`config.mk`:
```
export PLATFORM = sky130hd
export DESIGN_NAME = extended_gcd_flat
export DESIGN_NICKNAME = d
export VERILOG_FILES = /design/src/rtl/egcd_pkg.sv /design/src/rtl/egcd_if.sv /design/src/rtl/egcd_datapath.sv /design/src/rtl/egcd_ctrl.sv /design/src/rtl/extended_gcd.sv /design/src/flat_wrapper.sv
export VERILOG_INCLUDE_DIRS = /design/src /design/src/rtl
export SDC_FILE = /design/constraint.sdc
export NUM_CORES = 1
export LEC_CHECK = 0
export BUFFER_PORTS_ARGS = -buffer_cell sky130_fd_sc_hd__buf_4
export CORE_UTILIZATION = 50
export DETAILED_ROUTE_END_ITERATION = 12
export PLACE_DENSITY_LB_ADDON = 0.08
export SLEW_MARGIN = 30
export SYNTH_ARGS = -nofsm -noshare
export SYNTH_HDL_FRONTEND = slang
export SYNTH_SLANG_ARGS = --single-unit
```
`constraint.sdc`:
```
create_clock -name clk_i -period 10.99 [get_ports clk_i]
set_input_delay 2.198 -clock clk_i [delete_from_list [all_inputs] [get_ports clk_i]]
set_output_delay 2.198 -clock clk_i [all_outputs]
set_load 0.005 [all_outputs]
```
`src/rtl/assert_macros.svh`:
```
// assertion helpers for the rtl files, used by egcd_ctrl
`ifndef ASSERT_MACROS_SVH
`define ASSERT_MACROS_SVH

// same-cycle implication, checked out of reset
`define ASSERT_IMPL(label, ante, cons, msg) \
  label: assert property (@(posedge clk_i) disable iff (!rst_ni) (ante) |-> (cons)) \
    else $error(msg);

// next-cycle implication, checked out of reset
`define ASSERT_NEXT(label, ante, cons, msg) \
  label: assert property (@(posedge clk_i) disable iff (!rst_ni) (ante) |=> (cons)) \
    else $error(msg);

`endif

```
`src/rtl/egcd_pkg.sv`:
```
// ----------------------------------------------------------------------------
// egcd_pkg
// types and constants shared by the extended gcd block
// ----------------------------------------------------------------------------
package egcd_pkg;

  localparam int OPER_WIDTH        = 31;
  localparam int COEF_WIDTH        = 32;
  localparam int DATA_WIDTH_DEF    = 31;
  localparam int MAX_STEPS_DEF     = 50;

  typedef enum logic [2:0] {
    S_IDLE,
    S_CHECK,
    S_DIV,
    S_UPD,
    S_DONE
  } egcd_state_e;

  typedef struct packed {
    logic load;
    logic div_init;
    logic div_step;
    logic update;
  } egcd_cmd_t;

  typedef struct packed {
    logic r1_zero;
  } egcd_status_t;

endpackage

```
`src/rtl/egcd_if.sv`:
```
// ----------------------------------------------------------------------------
// egcd_in_if / egcd_out_if
// valid/ready channels for operand pairs and gcd results
// ----------------------------------------------------------------------------
interface egcd_in_if;
  import egcd_pkg::*;

  logic                  valid;
  logic                  ready;
  logic [OPER_WIDTH-1:0] first_operand;
  logic [OPER_WIDTH-1:0] second_operand;

  modport source (output valid, output first_operand, output second_operand, input ready);
  modport sink   (input valid, input first_operand, input second_operand, output ready);
endinterface

interface egcd_out_if;
  import egcd_pkg::*;

  logic                         valid;
  logic                         ready;
  logic        [OPER_WIDTH-1:0] gcd_value;
  logic signed [COEF_WIDTH-1:0] coeff_larger;
  logic signed [COEF_WIDTH-1:0] coeff_smaller;
  logic                         operands_swapped;

  modport source (output valid, output gcd_value, output coeff_larger,
                  output coeff_smaller, output operands_swapped, input ready);
  modport sink   (input valid, input gcd_value, input coeff_larger,
                  input coeff_smaller, input operands_swapped, output ready);
endinterface

```
`src/rtl/egcd_datapath.sv`:
```
// ----------------------------------------------------------------------------
// egcd_datapath
// remainder and coefficient registers, bit-serial divider with shift-add
// quotient products
// ----------------------------------------------------------------------------
module egcd_datapath #(
  parameter int DATA_WIDTH = egcd_pkg::DATA_WIDTH_DEF
) (
  input  logic                                 clk_i,
  input  egcd_pkg::egcd_cmd_t                  cmd_i,
  input  logic [egcd_pkg::OPER_WIDTH-1:0]      first_operand_i,
  input  logic [egcd_pkg::OPER_WIDTH-1:0]      second_operand_i,
  output egcd_pkg::egcd_status_t               status_o,
  output logic [DATA_WIDTH-1:0]                gcd_o,
  output logic [egcd_pkg::COEF_WIDTH-1:0]      coeff_larger_o,
  output logic [egcd_pkg::COEF_WIDTH-1:0]      coeff_smaller_o,
  output logic                                 swapped_o
);
  import egcd_pkg::*;

  logic [DATA_WIDTH-1:0] op_a, op_b;
  logic                  swap;

  logic [DATA_WIDTH-1:0] r0_q, r1_q, rem_q, dvd_q;
  logic [COEF_WIDTH-1:0] x0_q, x1_q, y0_q, y1_q, accx_q, accy_q;
  logic                  swapped_q;

  logic [DATA_WIDTH:0]   shifted, diff;
  logic                  ge;
  logic [DATA_WIDTH-1:0] rem_d;
  logic [COEF_WIDTH-1:0] accx_d, accy_d;

  assign op_a = DATA_WIDTH'(first_operand_i);
  assign op_b = DATA_WIDTH'(second_operand_i);
  assign swap = op_a < op_b;

  // restoring division, one quotient bit per cycle, msb first
  assign shifted = {rem_q, dvd_q[DATA_WIDTH-1]};
  assign diff    = shifted - {1'b0, r1_q};
  assign ge      = shifted >= {1'b0, r1_q};
  assign rem_d   = ge ? diff[DATA_WIDTH-1:0] : shifted[DATA_WIDTH-1:0];

  // horner form of q * x1 and q * y1, kept modulo 2^32
  assign accx_d = (accx_q << 1) + (ge ? x1_q : '0);
  assign accy_d = (accy_q << 1) + (ge ? y1_q : '0);

  always_ff @(posedge clk_i) begin
    if (cmd_i.load) begin
      r0_q      <= swap ? op_b : op_a;
      r1_q      <= swap ? op_a : op_b;
      x0_q      <= COEF_WIDTH'(1);
      x1_q      <= '0;
      y0_q      <= '0;
      y1_q      <= COEF_WIDTH'(1);
      swapped_q <= swap;
    end else if (cmd_i.div_init) begin
      rem_q  <= '0;
      dvd_q  <= r0_q;
      accx_q <= '0;
      accy_q <= '0;
    end else if (cmd_i.div_step) begin
      rem_q  <= rem_d;
      dvd_q  <= dvd_q << 1;
      accx_q <= accx_d;
      accy_q <= accy_d;
    end else if (cmd_i.update) begin
      r0_q <= r1_q;
      r1_q <= rem_q;
      x0_q <= x1_q;
      x1_q <= x0_q - accx_q;
      y0_q <= y1_q;
      y1_q <= y0_q - accy_q;
    end
  end

  assign status_o.r1_zero = (r1_q == '0);
  assign gcd_o            = r0_q;
  assign coeff_larger_o   = x0_q;
  assign coeff_smaller_o  = y0_q;
  assign swapped_o        = swapped_q;

endmodule

```
`src/rtl/egcd_ctrl.sv`:
```
// ----------------------------------------------------------------------------
// egcd_ctrl
// sequencer for load, division steps, coefficient updates and result hand-off
// ----------------------------------------------------------------------------
`include "assert_macros.svh"

module egcd_ctrl #(
  parameter int DATA_WIDTH = egcd_pkg::DATA_WIDTH_DEF,
  parameter int MAX_STEPS  = egcd_pkg::MAX_STEPS_DEF
) (
  input  logic                   clk_i,
  input  logic                   rst_ni,
  input  logic                   in_valid_i,
  output logic                   in_ready_o,
  input  logic                   out_free_i,
  output logic                   out_load_o,
  input  egcd_pkg::egcd_status_t status_i,
  output egcd_pkg::egcd_cmd_t    cmd_o
);
  import egcd_pkg::*;

  localparam int STEP_W = $clog2(MAX_STEPS + 1);
  localparam int BIT_W  = $clog2(DATA_WIDTH);

  egcd_state_e       state_q, state_d;
  logic [STEP_W-1:0] steps_q, steps_d;
  logic [BIT_W-1:0]  bit_q, bit_d;
  logic              at_cap, last_bit;

  assign at_cap   = (steps_q == STEP_W'(MAX_STEPS));
  assign last_bit = (bit_q == BIT_W'(DATA_WIDTH - 1));

  always_ff @(posedge clk_i or negedge rst_ni) begin
    if (!rst_ni) begin
      state_q <= S_IDLE;
      steps_q <= '0;
      bit_q   <= '0;
    end else begin
      state_q <= state_d;
      steps_q <= steps_d;
      bit_q   <= bit_d;
    end
  end

  // next state and counters
  always_comb begin
    state_d = state_q;
    steps_d = steps_q;
    bit_d   = bit_q;
    unique case (state_q)
      S_IDLE: begin
        if (in_valid_i) begin
          state_d = S_CHECK;
          steps_d = '0;
        end
      end
      S_CHECK: begin
        bit_d = '0;
        if (status_i.r1_zero || at_cap) begin
          state_d = S_DONE;
        end else begin
          state_d = S_DIV;
        end
      end
      S_DIV: begin
        bit_d = bit_q + BIT_W'(1);
        if (last_bit) begin
          state_d = S_UPD;
        end
      end
      S_UPD: begin
        steps_d = steps_q + STEP_W'(1);
        state_d = S_CHECK;
      end
      S_DONE: begin
        if (out_free_i) begin
          state_d = S_IDLE;
        end
      end
      default: state_d = S_IDLE;
    endcase
  end

  // commands to the datapath
  always_comb begin
    cmd_o      = '0;
    in_ready_o = 1'b0;
    out_load_o = 1'b0;
    unique case (state_q)
      S_IDLE: begin
        in_ready_o = 1'b1;
        cmd_o.load = in_valid_i;
      end
      S_CHECK:  cmd_o.div_init = !(status_i.r1_zero || at_cap);
      S_DIV:    cmd_o.div_step = 1'b1;
      S_UPD:    cmd_o.update   = 1'b1;
      S_DONE:   out_load_o     = out_free_i;
      default: ;
    endcase
  end

  `ASSERT_IMPL(a_div_nonzero, state_q == S_DIV, !status_i.r1_zero, "division by zero divisor")
  `ASSERT_IMPL(a_div_below_cap, state_q == S_DIV, steps_q < STEP_W'(MAX_STEPS), "step cap passed")
  `ASSERT_NEXT(a_upd_to_check, state_q == S_UPD, state_q == S_CHECK, "update not followed by check")
  `ASSERT_NEXT(a_steps_cleared, cmd_o.load, steps_q == '0, "step count not cleared on load")

endmodule

```
`src/rtl/extended_gcd.sv`:
```
// ----------------------------------------------------------------------------
// extended_gcd
// extended euclidean algorithm: gcd and bezout coefficients of an operand pair
// ----------------------------------------------------------------------------
//  channel    dir   payload
//  in_chan_i  in    first_operand, second_operand
//  out_chan_o out   gcd_value, coeff_larger, coeff_smaller, operands_swapped
//
//  one pair is worked on at a time; it is loaded, then each euclid step (at most
//  MAX_STEPS) runs a check, a bit-serial division and a coefficient update,
//  and a final check leads to the hand-off; the divider takes one quotient bit
//  per cycle; at most 44 euclid steps at the default sizes
//  a finished result sits in the output register; a new pair is taken while
//  it waits, and the next result holds until that register is free
//  reset is asynchronous, active low, and clears control state only
// ----------------------------------------------------------------------------
module extended_gcd #(
  parameter int DATA_WIDTH = egcd_pkg::DATA_WIDTH_DEF,
  parameter int MAX_STEPS  = egcd_pkg::MAX_STEPS_DEF
) (
  input  logic       clk_i,
  input  logic       rst_ni,
  egcd_in_if.sink    in_chan_i,
  egcd_out_if.source out_chan_o
);
  import egcd_pkg::*;

  egcd_cmd_t             cmd;
  egcd_status_t          status;
  logic                  out_free, out_load;
  logic [DATA_WIDTH-1:0] gcd;
  logic [COEF_WIDTH-1:0] coeff_larger, coeff_smaller;
  logic                  swapped;

  logic                         out_valid_q;
  logic        [OPER_WIDTH-1:0] gcd_q;
  logic signed [COEF_WIDTH-1:0] coeff_larger_q, coeff_smaller_q;
  logic                         swapped_q;

  egcd_ctrl #(
    .DATA_WIDTH (DATA_WIDTH),
    .MAX_STEPS  (MAX_STEPS)
  ) u_ctrl (
    .clk_i      (clk_i),
    .rst_ni     (rst_ni),
    .in_valid_i (in_chan_i.valid),
    .in_ready_o (in_chan_i.ready),
    .out_free_i (out_free),
    .out_load_o (out_load),
    .status_i   (status),
    .cmd_o      (cmd)
  );

  egcd_datapath #(
    .DATA_WIDTH (DATA_WIDTH)
  ) u_datapath (
    .clk_i            (clk_i),
    .cmd_i            (cmd),
    .first_operand_i  (in_chan_i.first_operand),
    .second_operand_i (in_chan_i.second_operand),
    .status_o         (status),
    .gcd_o            (gcd),
    .coeff_larger_o   (coeff_larger),
    .coeff_smaller_o  (coeff_smaller),
    .swapped_o        (swapped)
  );

  // output register frees up in the same cycle its transfer completes
  assign out_free = !out_valid_q || out_chan_o.ready;

  always_ff @(posedge clk_i or negedge rst_ni) begin
    if (!rst_ni) begin
      out_valid_q <= 1'b0;
    end else if (out_load) begin
      out_valid_q <= 1'b1;
    end else if (out_chan_o.ready) begin
      out_valid_q <= 1'b0;
    end
  end

  always_ff @(posedge clk_i) begin
    if (out_load) begin
      gcd_q           <= OPER_WIDTH'(gcd);
      coeff_larger_q  <= coeff_larger;
      coeff_smaller_q <= coeff_smaller;
      swapped_q       <= swapped;
    end
  end

  assign out_chan_o.valid            = out_valid_q;
  assign out_chan_o.gcd_value        = gcd_q;
  assign out_chan_o.coeff_larger     = coeff_larger_q;
  assign out_chan_o.coeff_smaller    = coeff_smaller_q;
  assign out_chan_o.operands_swapped = swapped_q;

endmodule

```
`src/flat_wrapper.sv`:
```
// flat-port wrapper written by rule: the top's interface ports become plain ports
module extended_gcd_flat import egcd_pkg::*;
#(
  parameter int DATA_WIDTH = egcd_pkg::DATA_WIDTH_DEF,
  parameter int MAX_STEPS  = egcd_pkg::MAX_STEPS_DEF
)
  (clk_i, rst_ni, in_chan_i_valid, in_chan_i_first_operand, in_chan_i_second_operand, in_chan_i_ready, out_chan_o_valid, out_chan_o_gcd_value, out_chan_o_coeff_larger, out_chan_o_coeff_smaller, out_chan_o_operands_swapped, out_chan_o_ready);
  egcd_in_if in_chan_i_i ();
  egcd_out_if out_chan_o_i ();
  input  logic clk_i;
  input  logic rst_ni;
  input wire logic [$bits(in_chan_i_i.valid)-1:0] in_chan_i_valid;
  input wire logic [$bits(in_chan_i_i.first_operand)-1:0] in_chan_i_first_operand;
  input wire logic [$bits(in_chan_i_i.second_operand)-1:0] in_chan_i_second_operand;
  output wire logic [$bits(in_chan_i_i.ready)-1:0] in_chan_i_ready;
  output wire logic [$bits(out_chan_o_i.valid)-1:0] out_chan_o_valid;
  output wire logic [$bits(out_chan_o_i.gcd_value)-1:0] out_chan_o_gcd_value;
  output wire logic [$bits(out_chan_o_i.coeff_larger)-1:0] out_chan_o_coeff_larger;
  output wire logic [$bits(out_chan_o_i.coeff_smaller)-1:0] out_chan_o_coeff_smaller;
  output wire logic [$bits(out_chan_o_i.operands_swapped)-1:0] out_chan_o_operands_swapped;
  input wire logic [$bits(out_chan_o_i.ready)-1:0] out_chan_o_ready;
  assign in_chan_i_i.valid = in_chan_i_valid;
  assign in_chan_i_i.first_operand = in_chan_i_first_operand;
  assign in_chan_i_i.second_operand = in_chan_i_second_operand;
  assign in_chan_i_ready = in_chan_i_i.ready;
  assign out_chan_o_valid = out_chan_o_i.valid;
  assign out_chan_o_gcd_value = out_chan_o_i.gcd_value;
  assign out_chan_o_coeff_larger = out_chan_o_i.coeff_larger;
  assign out_chan_o_coeff_smaller = out_chan_o_i.coeff_smaller;
  assign out_chan_o_operands_swapped = out_chan_o_i.operands_swapped;
  assign out_chan_o_i.ready = out_chan_o_ready;
  extended_gcd #(.DATA_WIDTH(DATA_WIDTH), .MAX_STEPS(MAX_STEPS)) u_core (.clk_i(clk_i), .rst_ni(rst_ni), .in_chan_i(in_chan_i_i), .out_chan_o(out_chan_o_i));
endmodule
```
## Yosys cells after proc, flatten, opt, wreduce, memory -nomap -nowiden

Index checks and enable logic that the tools add are counted.

- Register bits: 428
- Logic and storage cells: 92

- $add $sub $neg: 7
- Order comparisons: 2
- Equal/unequal tests: 11
- Multiplexer cells: 34
- Bitwise operators: 3
- Reductions and logical operators: 16

Operators by type and width:

| operator | number |
|---|---|
| $mux 31 | 14 |
| $mux 32 | 4 |
| $add 32x32->32 | 2 |
| $sub 32x32->32 | 2 |
| $ge 32x31->1 | 1 |
| $logic_not 31->1 | 1 |
| $lt 31x31->1 | 1 |
| $sub 31x31->31 | 1 |
| $pmux 3 s5 | 1 |
| $mux 3 | 4 |
| $pmux 6 s2 | 1 |
| $pmux 5 s2 | 1 |
| $reduce_bool 2->1 | 5 |
| $reduce_and 3->1 | 3 |
| $mux 1 | 8 |
| $add 6x1->6 const B | 1 |
| $eq 3x2->1 const B | 2 |
| $eq 6x6->1 const B | 1 |
| $mux 6 | 1 |
| $ne 2x2->1 const B | 3 |
| $add 5x1->5 const B | 1 |
| $eq 5x5->1 const B | 1 |
| $ne 2x1->1 const B | 2 |
| $reduce_and 2->1 | 2 |
| other kinds (6) | 10 |

## Longest topological paths before layout

Gate-level depths: netlist of run 1.

- Depth in word-level cells: 6
- Depth in mapped cells: 24

## Cells and area by module

From an unflattened synthesis of run 1, not the netlist that was laid out.

- Cells, all modules: 2576
- Area, all modules: 25076.6 sq um

By module, submodules not included:

| module | instances | cells each | area an instance (sq um) | seq. area each (sq um) |
|---|---|---|---|---|
| egcd_datapath | 1 | 2401 | 21339.2 | 8237.9 |
| extended_gcd | 1 | 99 | 2930.3 | 2907.8 |
| egcd_ctrl | 1 | 76 | 807.0 | 350.3 |

## Worst setup path after synthesis of run 1

OpenSTA, ideal clock, no wires.

- Kind: reg2reg
- Start point: register u_core.u_datapath.r1_q[0]
- End point: register u_core.u_datapath.accy_q[29], data pin
- Library setup time: 0.266 ns
- Data arrival time: 5.019 ns
- Required time: 10.724 ns
- Slack: 5.705 ns
- Stages on the path, launching flop included: 24
- Clock period less this slack: 5.285 ns
- Cell sequence: edfxtp_1 -> ha_1 -> fa_1 -> nand2b_1 -> a211oi_2 -> nor3_2 -> o311ai_4 -> o2111ai_2 -> a21boi_2 -> or2_1 -> buf_4 -> buf_6 -> clkbuf_2 -> and2_1 -> ha_1 -> a21o_1 -> a21o_2 -> a221oi_2 -> o31ai_2 -> a311o_2 -> nor3b_4 -> a211oi_1 -> xor2_1 -> nor2_1

- Word-level cells in the longest chain between the ends: 4
- Elaborated cells between the ends (all ways): 8
- Those cells by class: add/sub (1); order compare (1); mux (3); reduce/logical (3)

Ends and longest elaborated chain:

| what | line | source |
|---|---|---|
| start, declared | egcd_datapath.sv:24 | `logic [DATA_WIDTH-1:0] r0_q, r1_q, rem_q, dvd_q;` |
| start signal, assigned | egcd_datapath.sv:50 | `r1_q <= swap ? op_a : op_b;` |
| start signal, assigned | egcd_datapath.sv:68 | `r1_q <= rem_q;` |
| $ge 32x31->1 or $logic_not 31->1 (tied branches) | egcd_datapath.sv:40, egcd_datapath.sv:76 |  |
| $mux 32 or $logic_or 1x1->1 (tied branches) | egcd_datapath.sv:45, egcd_ctrl.sv:94 |  |
| $add 32x32->32 or $logic_not 1->1 (tied branches) | egcd_datapath.sv:45, egcd_ctrl.sv:94 |  |
| $mux 32 or $mux 1 (tied branches) | egcd_datapath.sv:61, egcd_ctrl.sv:89 |  |
| end signal, assigned | egcd_datapath.sv:65 | `accy_q <= accy_d;` |
| end, declared | egcd_datapath.sv:25 | `logic [COEF_WIDTH-1:0] x0_q, x1_q, y0_q, y1_q, accx_q, accy_q;` |

Several ways; a longest one is shown, not always the timed one. The select of a mux whose other input is x is not followed.
A chain may end at the register's enable or synchronous reset.

## Final worst setup path of run 1

Same ends and word-level chain as after synthesis.

==> summary.txt, run 1 <==
htree depth -> 2
proportion of layout cells with a drive suffix above 1 -> 10.4%
Layout Utilization -> 58.0%
CTS Buffer Depth -> 3
critical path arrival -> 6.19 ns
Post-synth EDFFs -> 285
CTS buffer count -> 48
floorplan core area -> 49,200 sq um
CP endpoint kind -> flip-flop
CTS tree -> yes
most frequent cell after synthesis -> nand2_1
Pwr Total -> 10.0 mW
Avg Cell Area, Syn -> 9.34 sq um
worst skew pair latency -> 0.59 ns
final worst path period share -> 53.6%
RSZ-0062 raised after global routing -> false
CP Class -> reg -> reg
DRT iter0 DRCs -> 1,425
register area share after synthesis -> 46.0%
Routed Antenna Nets -> 0
CTS sink count -> 428
setup TNS -> 0 ns
cell area after synthesis -> 25,000 sq um
Pre-antenna DRT Iters -> 5
final net count -> 3,048
Syn-to-layout area delta -> 13.9%
leakage power -> 12.3 nW
max cap viols -> 0
drt total wl -> 61,600 um
Cell Count, Final, Fillers Out -> 3,493
placed instance area -> 26,800 sq um
FP Rows -> 81
Cell Chain, Critical Path -> ha_1 > fa_1 > nand2b_1 > a211oi_2 > nor3_2 > o311ai_4 > o2111ai_2 > a21boi_2 > or2_4 > buf_4 > and2_1 > ha_1 > a21o_1 > a21oi_1 > nor2b_1 > a311o_2 > nor3b_4 > a211oi_1 > xor2_1 > nor2_1
Worst-Margin Slew -> 0.910 ns
num ports -> 164
Critical Path Start Type -> flip-flop
Synth Warn # -> 0
Worst Setup Slack, final -> 5.10 ns
worst path bufs/invs -> 1
final setup vio count -> 0
Netlist cell types -> 79
Tightest Hold Check Type -> reg -> reg
via count -> 19,800
CP delay by family, top -> compound AO/OA/AOI/OAI gates
All-Layer GR Usage -> 24.3%
WHS -> 0.434 ns
clock skew -> 0.0210 ns
Vias/cell -> 5.67
Initial Util -> 50.9%
synth cell count leaders -> 465 x nand2_1, 285 x edfxtp_1, 245 x a21oi_1
share of the synthesized area in the top cell type -> 34.2%
Tmin final -> 5.89 ns
Worst path slowest cell -> buf_4
Port Buffers -> 163
fmax -> 170 MHz
clock-pin transition on the worst setup and hold timing paths -> 0.06 ns
Cells after DPL -> 3,404
flops & latches, synth -> 428
peak fanout along the critical path -> 55
Final Slew Violations -> 0
die area -> 50,900 sq um
Die Wd -> 226 um
Placer Congestion -> 0.930
Post-CTS Setup Inserts -> 0
Remaining Overflow, GRT -> 0
Synth Flop Type -> edfxtp_1
Synth area leaders -> edfxtp_1 34%, dfxtp_1 10%, ha_1 9.4%
Hold Buf Count CTS -> 0
crit-path max cell delay -> 0.51 ns
post-synth top area cell -> edfxtp_1
Final HPWL DP -> 43,400 um
dpl ws -> 4.80 ns
initial antenna violation count -> 1
most frequent CP cell -> ha_1
PwrDens -> 352 nW/um^2
status -> finished clean
global-route wire length before repair -> 99,400 um
FFs w/ async S/R, synth -> 3.50%
# DRC -> 0
Final Hold Vio Count -> 0
clock root cell -> clkbuf_16
maximum vdd drop -> 0.000168 V
Synth Net Count -> 2,936
largest net degree at the start of global routing -> 100
antenna diode instance count -> 0
Die Y -> 226 um
vias in the first global route -> 19,000
Post-Layout Inst Area -> 28,500 sq um
Cells after Synth -> 2,678
Relative slew margins -> 39.4%
Wirelength per Cell -> 17.6 um
post_cts resized -> 0
required time worst endpoint -> 11.29 ns
-- layer usage --
metal	routed length [um]	share of wire, %	track usage, %
met5	0	0	0
met4	1140	1.9	5.82
met3	3010	4.9	3.77
met2	28000	45	38.8
met1	29500	48	34.4
-- layout by cell type, fill, tap and decap left out, types with 14 or more instances in the layout --
| cell type | synthesis | layout |
|---|---|---|
| o211ai_1 | 14 | 14 |
| o21ai_0 | 187 | 187 |
| buf_4 | 2 | 177 |
| a211oi_1 | 30 | 30 |
| xor2_1 | 63 | 63 |
| a31oi_1 | 18 | 18 |
| nor3_1 | 30 | 30 |
| dfrtp_1 | 15 | 15 |
| ha_1 | 187 | 187 |
| clkbuf_16 | 0 | 50 |
| o21bai_1 | 15 | 15 |
| a21oi_1 | 245 | 245 |
| xnor2_1 | 63 | 63 |
| nand2_1 | 465 | 462 |
| nor4_1 | 14 | 14 |
| nor2_1 | 153 | 151 |
| inv_1 | 155 | 154 |
| mux2i_1 | 65 | 65 |
| nand4_1 | 30 | 30 |
| nand3_1 | 47 | 47 |
| edfxtp_1 | 285 | 285 |
| o21a_1 | 20 | 20 |
| and3_1 | 17 | 16 |
| nand2b_1 | 18 | 18 |
| and2_1 | 75 | 74 |
| a21o_1 | 80 | 80 |
| nor2b_1 | 23 | 23 |
| dfxtp_1 | 128 | 128 |
-- final timing paths --
| kind | start | end | slack [ns] | cells past startpoint |
|---|---|---|---|---|
| min | u_core.u_datapath.swapped_o | u_core.out_chan_o.operands_swapped | 0.43 | 0 |
| min in group asynchronous | rst_ni | u_core.u_ctrl.state_q[1] | 1.46 | 1 |
| max reg2reg | u_core.u_datapath.r1_q[0] | u_core.u_datapath.accy_q[29] | 5.10 | 20 |
| max | u_core.u_datapath.r1_q[0] | u_core.u_datapath.accy_q[29] | 5.10 | 20 |
| max in group asynchronous | rst_ni | u_core.u_ctrl.steps_q[0] | 9.35 | 1 |
| min reg2reg | u_core.u_datapath.swapped_o | u_core.out_chan_o.operands_swapped | 0.43 | 0 |
-- registers in the layout, summed over array words and instances, names as in the netlist --
name,cells
u_core.u_datapath.y1_q,32
u_core.out_chan_o.gcd_value,31
u_core.u_datapath.swapped_o,1
u_core.u_datapath.dvd_q,31
u_core.u_ctrl.state_q,3
u_core.u_datapath.coeff_larger_o,32
u_core.u_datapath.rem_q,31
u_core.out_chan_o.coeff_larger,32
u_core.u_ctrl.steps_q,6
u_core.u_datapath.accx_q,32
u_core.u_datapath.gcd_o,31
u_core.u_datapath.accy_q,32
u_core.u_ctrl.bit_q,5
u_core.out_chan_o.coeff_smaller,32
u_core.out_chan_o.valid,1
u_core.out_chan_o.operands_swapped,1
u_core.u_datapath.x1_q,32
u_core.u_datapath.r1_q,31
u_core.u_datapath.coeff_smaller_o,32
-- logic make-up after synthesis --
kind of cell             synth area share, %
flip-flops                              46.0
AND/OR/NAND/NOR                         16.2
XOR/XNOR                                4.41
adder cells (fa/ha/maj)                 9.75
buffers and inverters                   4.24
multiplexers                            2.60
AO/OA/AOI/OAI                           16.9
-- layout make-up --
type	instances	area, sq um
clock buffer	65	1370
clock inverter	24	340
fill	4293	20700
inverter	156	587
multi-input combinational	1977	12500
sequential	428	11500
tap	664	831
timing repair buffer	179	1350
-- power breakdown --
group | leakage (nW) | internal [mW] | switching, mW
combinational | 7.52 | 2.00 | 3.15
sequential | 3.97 | 2.68 | 0.449
clock | 0.830 | 1.06 | 0.673
Power figures use the tool's default switching activity.
==> run 2, diff against run 1 <==
- ABC_AREA: unset -> 1
- clock period: 10.99 -> 4.8 ns (I/O delays scaled with it)
==> run 2 against run 1 <==
Global-route usage increased by 5.2 points. Core utilization fell by 0.98 points. First-iteration DRC count grew 32%. Worst hold slack worse by 0.24 ns. Routed wire length grew 35%. Clock skew grew 0.017 ns. Critical path depth rose by 3. Die area increased by 8.9%. Maximum frequency grew 32%. Worst setup slack worse by 4.8 ns. Sequential share of layout area fell by 2.9 points. Highest routed layer unchanged.
==> summary.txt, run 2 <==
required time worst endpoint -> 5.15 ns (-6.14 ns)
Netlist cell types -> 50 (-37%)
Fill cells -> 5,043 (+17%)
Syn-to-layout area delta -> 12.5%
num ports -> 164 (unchanged)
CP endpoint kind -> flip-flop
global-route wire length before repair -> 129,000 um (+30%)
RSZ-0062 raised after global routing -> false
Synth Net Count -> 3,814 (+30%)
fmax -> 225 MHz (+32%)
htree depth -> 2 (unchanged)
commonest non-fill, non-tap cells in the layout -> 853 x nand2_1, 494 x inv_1, 324 x a21oi_1, 316 x nor2_1, 285 x edfxtp_1
final worst path period share -> 92.6% (+39 points)
setup TNS -> 0 ns (unchanged)
critical path arrival -> 4.80 ns (-1.39 ns)
max cap viols -> 0 (unchanged)
Cells after Synth -> 3,556 (+33%)
Synth area leaders -> edfxtp_1 31%, nand2_1 12%, dfxtp_1 9.4%
cell area after synthesis -> 27,300 sq um (+9.0%)
drt total wl -> 82,900 um (+35%)
clock root cell -> clkbuf_16
Pre-antenna DRT Iters -> 6 (+1)
die area -> 55,500 sq um (+8.9%)
commonest non-fill, non-tap cell in the layout -> nand2_1
Relative slew margins -> 36.4% (-2.9 points)
Post-synth EDFFs -> 285 (unchanged)
worst skew pair latency -> 0.62 ns (+0.03 ns)
Final HPWL DP -> 63,300 um (+46%)
Routed Antenna Nets -> 0 (unchanged)
Tmin final -> 4.45 ns (-1.44 ns)
post-synth top area cell -> edfxtp_1
Initial Util -> 50.7% (-0.23 points)
Critical Path Start Type -> flip-flop
final setup vio count -> 0 (unchanged)
DRT iter0 DRCs -> 1,888 (+32%)
Tightest Hold Check Type -> in -> async
Wirelength per Cell -> 18.7 um (+6.3%)
CP Class -> reg -> reg
WHS -> 0.194 ns (-0.240 ns)
Vias/cell -> 5.57 (-1.7%)
initial antenna violation count -> 4 (+3)
proportion of layout cells with a drive suffix above 1 -> 7.52% (-2.9 points)
Hold Buf Count CTS -> 0 (unchanged)
Port Buffers -> 163 (unchanged)
CTS buffer count -> 48 (unchanged)
Worst-Margin Slew -> 0.944 ns (+0.0339 ns)
FP Rows -> 85 (+4.9%)
Synth Warn # -> 0 (unchanged)
All-Layer GR Usage -> 29.5% (+5.2 points)
final net count -> 3,944 (+29%)
register area share after synthesis -> 42.2% (-3.8 points)
Final Hold Vio Count -> 0 (unchanged)
clock skew -> 0.0376 ns (+0.0166 ns)
most frequent cell after synthesis -> nand2_1
CTS Buffer Depth -> 3 (unchanged)
flops & latches, synth -> 428 (unchanged)
FF-to-FF path depth -> 23 (+15%)
vias in the first global route -> 23,500 (+24%)
Synth Flop Type -> edfxtp_1
FFs w/ async S/R, synth -> 3.50% (unchanged)
Avg Cell Area, Syn -> 7.67 sq um (-18%)
largest net degree at the start of global routing -> 208 (+110%)
synth cell count leaders -> 856 x nand2_1, 495 x inv_1, 324 x a21oi_1
status -> finished clean
Die Y -> 236 um (+4.4%)
CTS tree -> yes
Final Slew Violations -> 0 (unchanged)
via count -> 24,600 (+24%)
floorplan core area -> 53,800 sq um (+9.5%)
CTS sink count -> 428 (unchanged)
Remaining Overflow, GRT -> 0 (unchanged)
Die Wd -> 236 um (+4.4%)
peak fanout along the critical path -> 29 (-47%)
clock-pin transition on the worst setup and hold timing paths -> 0.07 ns (about the same)
Placer Congestion -> 1.03 (+11%)
# DRC -> 0 (unchanged)
share of the synthesized area in the top cell type -> 31.4% (-2.8 points)
==> run 2: changes by cell type after synthesis, moves of 41 or more <==
cell	delta
a21oi_1	+79
clkbuf_1	-48
and2_1	-73
nand3_1	+215
mux2i_1	-64
a21o_1	-50
xnor2_1	-41
inv_1	+340
nor2_1	+164
o21ai_0	+60
nand2_1	+391
==> run 2: what timing repair did <==
| item | 4_1_cts | 5_1_grt |
|---|---|---|
| setup endpoints to repair | 0 | 5 |
| setup buffers | 0 | 0 |
| gates resized for setup | 0 | 3 |
==> run 2: kinds of logic (layout without fill, tap and decap cells) <==
logic type / after synthesis / in the layout / synth area share [%]
mux: 1 / 1 / 0.0367
flops: 428 / 428 / 42.2
xor+xnor: 70 / 70 / 2.25
compound gates: 706 / 706 / 14.1
simple gates: 1558 / 1558 / 23.8
fa+ha+maj: 192 / 192 / 8.95
buf+inv: 601 / 769 / 8.66
other cells: 0 / 2 / 0
==> run 2: final cells by class <==
class	count	area [sq um]	share of cell area, %
Sequential cell	428	11500	37.5
Inverter	499	1870	6.11
Clock buffer	65	1360	4.43
Multi-Input combinational cell	2527	13500	43.9
Clock inverter	23	209	0.681
Timing Repair Buffer	182	1400	4.55
Antenna cell	2	5.00	0.0163
Tap cell	696	871	2.84
==> run 2: layer usage <==
layer | up-vias | routed length, um | GRT usage, %
met5 | - | 0 | 0
met4 | 0 | 3940 | 13.5
met3 | 177 | 5070 | 4.49
met2 | 905 | 37600 | 47.5
li1 | 12100 | - | -
met1 | 11400 | 36200 | 39.1
==> run 2: path summary, 6_finish.rpt <==
| kind | slack [ns] | end | startpoint |
|---|---|---|---|
| max | 0.35 | u_core.u_datapath.accy_q[24] | u_core.u_datapath.r1_q[0] |
| min | 0.19 | u_core.out_chan_o.valid | rst_ni |
| max reg2reg | 0.35 | u_core.u_datapath.accy_q[24] | u_core.u_datapath.r1_q[0] |
| min reg2reg | 0.43 | u_core.out_chan_o.operands_swapped | u_core.u_datapath.swapped_o |
| max in group asynchronous | 4.43 | u_core.u_ctrl.steps_q[5] | rst_ni |
| min in group clk_i | 0.43 | u_core.out_chan_o.operands_swapped | u_core.u_datapath.swapped_o |
==> run 2: worst max-delay path: stages (launching register included) <==
cell and delay [ns]:
edfxtp_1 0.48, ha_1 0.32, fa_1 0.48, inv_1 0.07
nand2_1 0.04, nand2_1 0.07, nand3_1 0.06, nand2_1 0.14
nand2_1 0.09, nand3_1 0.08, nand2_1 0.06, nand2_2 0.08
inv_2 0.07, buf_4 0.22, nor2_1 0.23, ha_1 0.28
nand3_1 0.08, nand3_1 0.13, a21boi_0 0.39, o21ai_0 0.28
nand4_1 0.13, nand3_1 0.15, nor2_1 0.15, nor2_1 0.06
==> run 2: stage by stage <==
stage	utilization, %	instances	cell area (sq um)	setup WS [ns]
finish	57.0	4422	30700	0.354
global route	57.0	4422	30700	0.00480
CTS	57.0	4420	30600	0.349
detailed placement	54.0	4332	29100	0.363
global placement	54.0	4332	29100	0.468
floorplan	-	3556	27300	0.202
Power of run 2 is left out: the tool's default activity adds up to more than one toggle a clock period on the data nets, which glitch-free logic cannot reach.
==> run 3, diff against run 2 <==
- clock period: 4.8 -> 4.38 ns (I/O delays scaled with it)
==> run 3 against run 2 <==
Worst hold slack worse by 0.076 ns. Register-to-register slack worse by 0.07 ns. Design area is 0.92% higher. Worst setup slack worse by 0.068 ns. Critical path depth stayed put. Die area stayed put. Core utilization is 0.53 points higher. Non-clock buffer count is 12 higher. Clock skew is 0.0057 ns lower. Cell count is 0.43% higher.
==> summary.txt, run 3 (same netlist as run 2, synthesis figures left out) <==
proportion of layout cells with a drive suffix above 1 -> 7.96% (+0.44 points)
vias in the first global route -> 24,000 (+1.9%)
CTS tree -> yes
drt total wl -> 83,900 um (+1.2%)
commonest non-fill, non-tap cell in the layout -> nand2_1
CTS sink count -> 428 (unchanged)
crit-path max cell delay -> 0.46 ns (-0.02 ns)
setup TNS -> 0 ns (unchanged)
commonest non-fill, non-tap cells in the layout -> 853 x nand2_1, 494 x inv_1, 323 x a21oi_1, 316 x nor2_1, 285 x edfxtp_1
Worst-Margin Slew -> 1.02 ns (+0.0741 ns)
All-Layer GR Usage -> 29.9% (+0.44 points)
Final Hold Vio Count -> 0 (unchanged)
critical path arrival -> 4.46 ns (-0.34 ns)
clock-pin transition on the worst setup and hold timing paths -> 0.06 ns (about the same)
Routed Antenna Nets -> 0 (unchanged)
FP Rows -> 85 (unchanged)
# DRC -> 0 (unchanged)
via count -> 25,000 (+1.4%)
num ports -> 164 (unchanged)
worst skew pair latency -> 0.63 ns (about the same)
max cap viols -> 0 (unchanged)
initial antenna violation count -> 4 (unchanged)
Wirelength per Cell -> 18.9 um (+0.72%)
status -> finished clean
Pre-antenna DRT Iters -> 6 (unchanged)
clock skew -> 0.0318 ns (-0.00573 ns)
fmax -> 244 MHz (+8.6%)
largest net degree at the start of global routing -> 208 (unchanged)
worst path bufs/invs -> 3 (unchanged)
final net count -> 3,958 (+0.35%)
CTS Buffer Depth -> 3 (unchanged)
required time worst endpoint -> 4.75 ns (-0.40 ns)
Cell Chain, Critical Path -> ha_1 > fa_1 > inv_1 > nand2_1 > nand2_1 > nand3_1 > nand2_1 > nand2_1 > nand3_1 > nand2_1 > nand2_2 > inv_4 > buf_12 > nor2_1 > ha_1 > a21oi_1 > o21ai_0 > a21oi_1 > nor2_1 > nor3_1 > nand3_1 > nand2_1 > nor2_1
final worst path period share -> 93.5% (+0.84 points)
Syn-to-layout area delta -> 13.5%
Final Slew Violations -> 0 (unchanged)
Relative slew margins -> 32.2% (-4.3 points)
die area -> 55,500 sq um (unchanged)
Worst path slowest cell -> fa_1
peak fanout along the critical path -> 27 (-6.9%)
Worst Setup Slack, final -> 0.286 ns (-0.0676 ns)
Vias/cell -> 5.62 (+0.97%)
CTS buffer count -> 50 (+4.2%)
final setup vio count -> 0 (unchanged)
Tightest Hold Check Type -> in -> async
Die Wd -> 236 um (unchanged)
Remaining Overflow, GRT -> 0 (unchanged)
floorplan core area -> 53,800 sq um (unchanged)
dpl ws -> 0.166 ns (-0.197 ns)
Tmin final -> 4.09 ns (-0.352 ns)
Die Y -> 236 um (unchanged)
Final HPWL DP -> 64,500 um (+2.0%)
CP endpoint kind -> flip-flop
Hold Buf Count CTS -> 0 (unchanged)
most frequent CP cell -> nand2_1
clock root cell -> clkbuf_16
Critical Path Start Type -> flip-flop
global-route wire length before repair -> 131,000 um (+1.6%)
DRT iter0 DRCs -> 2,051 (+8.6%)
Port Buffers -> 163 (unchanged)
Placer Congestion -> 0.967 (-6.3%)
Initial Util -> 50.7% (unchanged)
CP Class -> reg -> reg
htree depth -> 2 (unchanged)
RSZ-0062 raised after global routing -> false
CP delay by family, top -> simple AND/OR/NAND/NOR gates
==> run 3: cell count changes in the layout (fill, tap and decap cells not counted), sizes merged <==
cell and delta:
diode +1, clkinv -4, inv +4, buf +12, clkinvlp +3, clkbuf +3
==> run 3: per-stage QoR <==
step	cell area, sq um	instances	util (%)	hold WS (ns)
4_1_cts	30900	4438	57.5	0.101
3_3_place_gp	29300	4344	54.4	0.430
5_1_grt	30900	4441	57.5	0.108
3_5_place_dp	29300	4344	54.4	0.425
2_1_floorplan	27300	3556	-	0.400
6_report	30900	4441	57.5	0.118
==> run 3: layer usage <==
layer  up-vias  wire length (um)  track usage (%)
li1      12200                 -                -
met1     11700             36700             40.2
met2       912             38500             48.9
met3       161              5160             3.53
met4         0              3550             12.6
met5         -                 0                0
==> run 3: final cells by class <==
cell class / count / area (sq um)
clock inverter: 26 / 251
clock buffer: 68 / 1420
antenna: 3 / 7.51
fill: 5072 / 22900
inverter: 499 / 1880
timing repair buffer: 194 / 1560
sequential: 428 / 11500
multi-input combinational: 2527 / 13500
tap: 696 / 871
==> run 3: worst paths after layout <==
check	startpoint	slack (ns)	to	cells after the start
min reg2reg	u_core.u_datapath.gcd_o[25]	0.45	u_core.out_chan_o.gcd_value[25]	0
min in group clk_i	u_core.u_datapath.gcd_o[25]	0.45	u_core.out_chan_o.gcd_value[25]	0
min	rst_ni	0.12	u_core.out_chan_o.valid	1
max reg2reg	u_core.u_datapath.r1_q[0]	0.29	u_core.u_datapath.accx_q[29]	23
max	u_core.u_datapath.r1_q[0]	0.29	u_core.u_datapath.accx_q[29]	23
max in group asynchronous	rst_ni	4.08	u_core.u_ctrl.bit_q[2]	1
==> run 3: repair_timing <==
action / CTS / global route
gates resized for setup: 0 / 11
setup buffers: 0 / 0
setup endpoints to repair: 0 / 30
Power of run 3 is left out for the same reason.
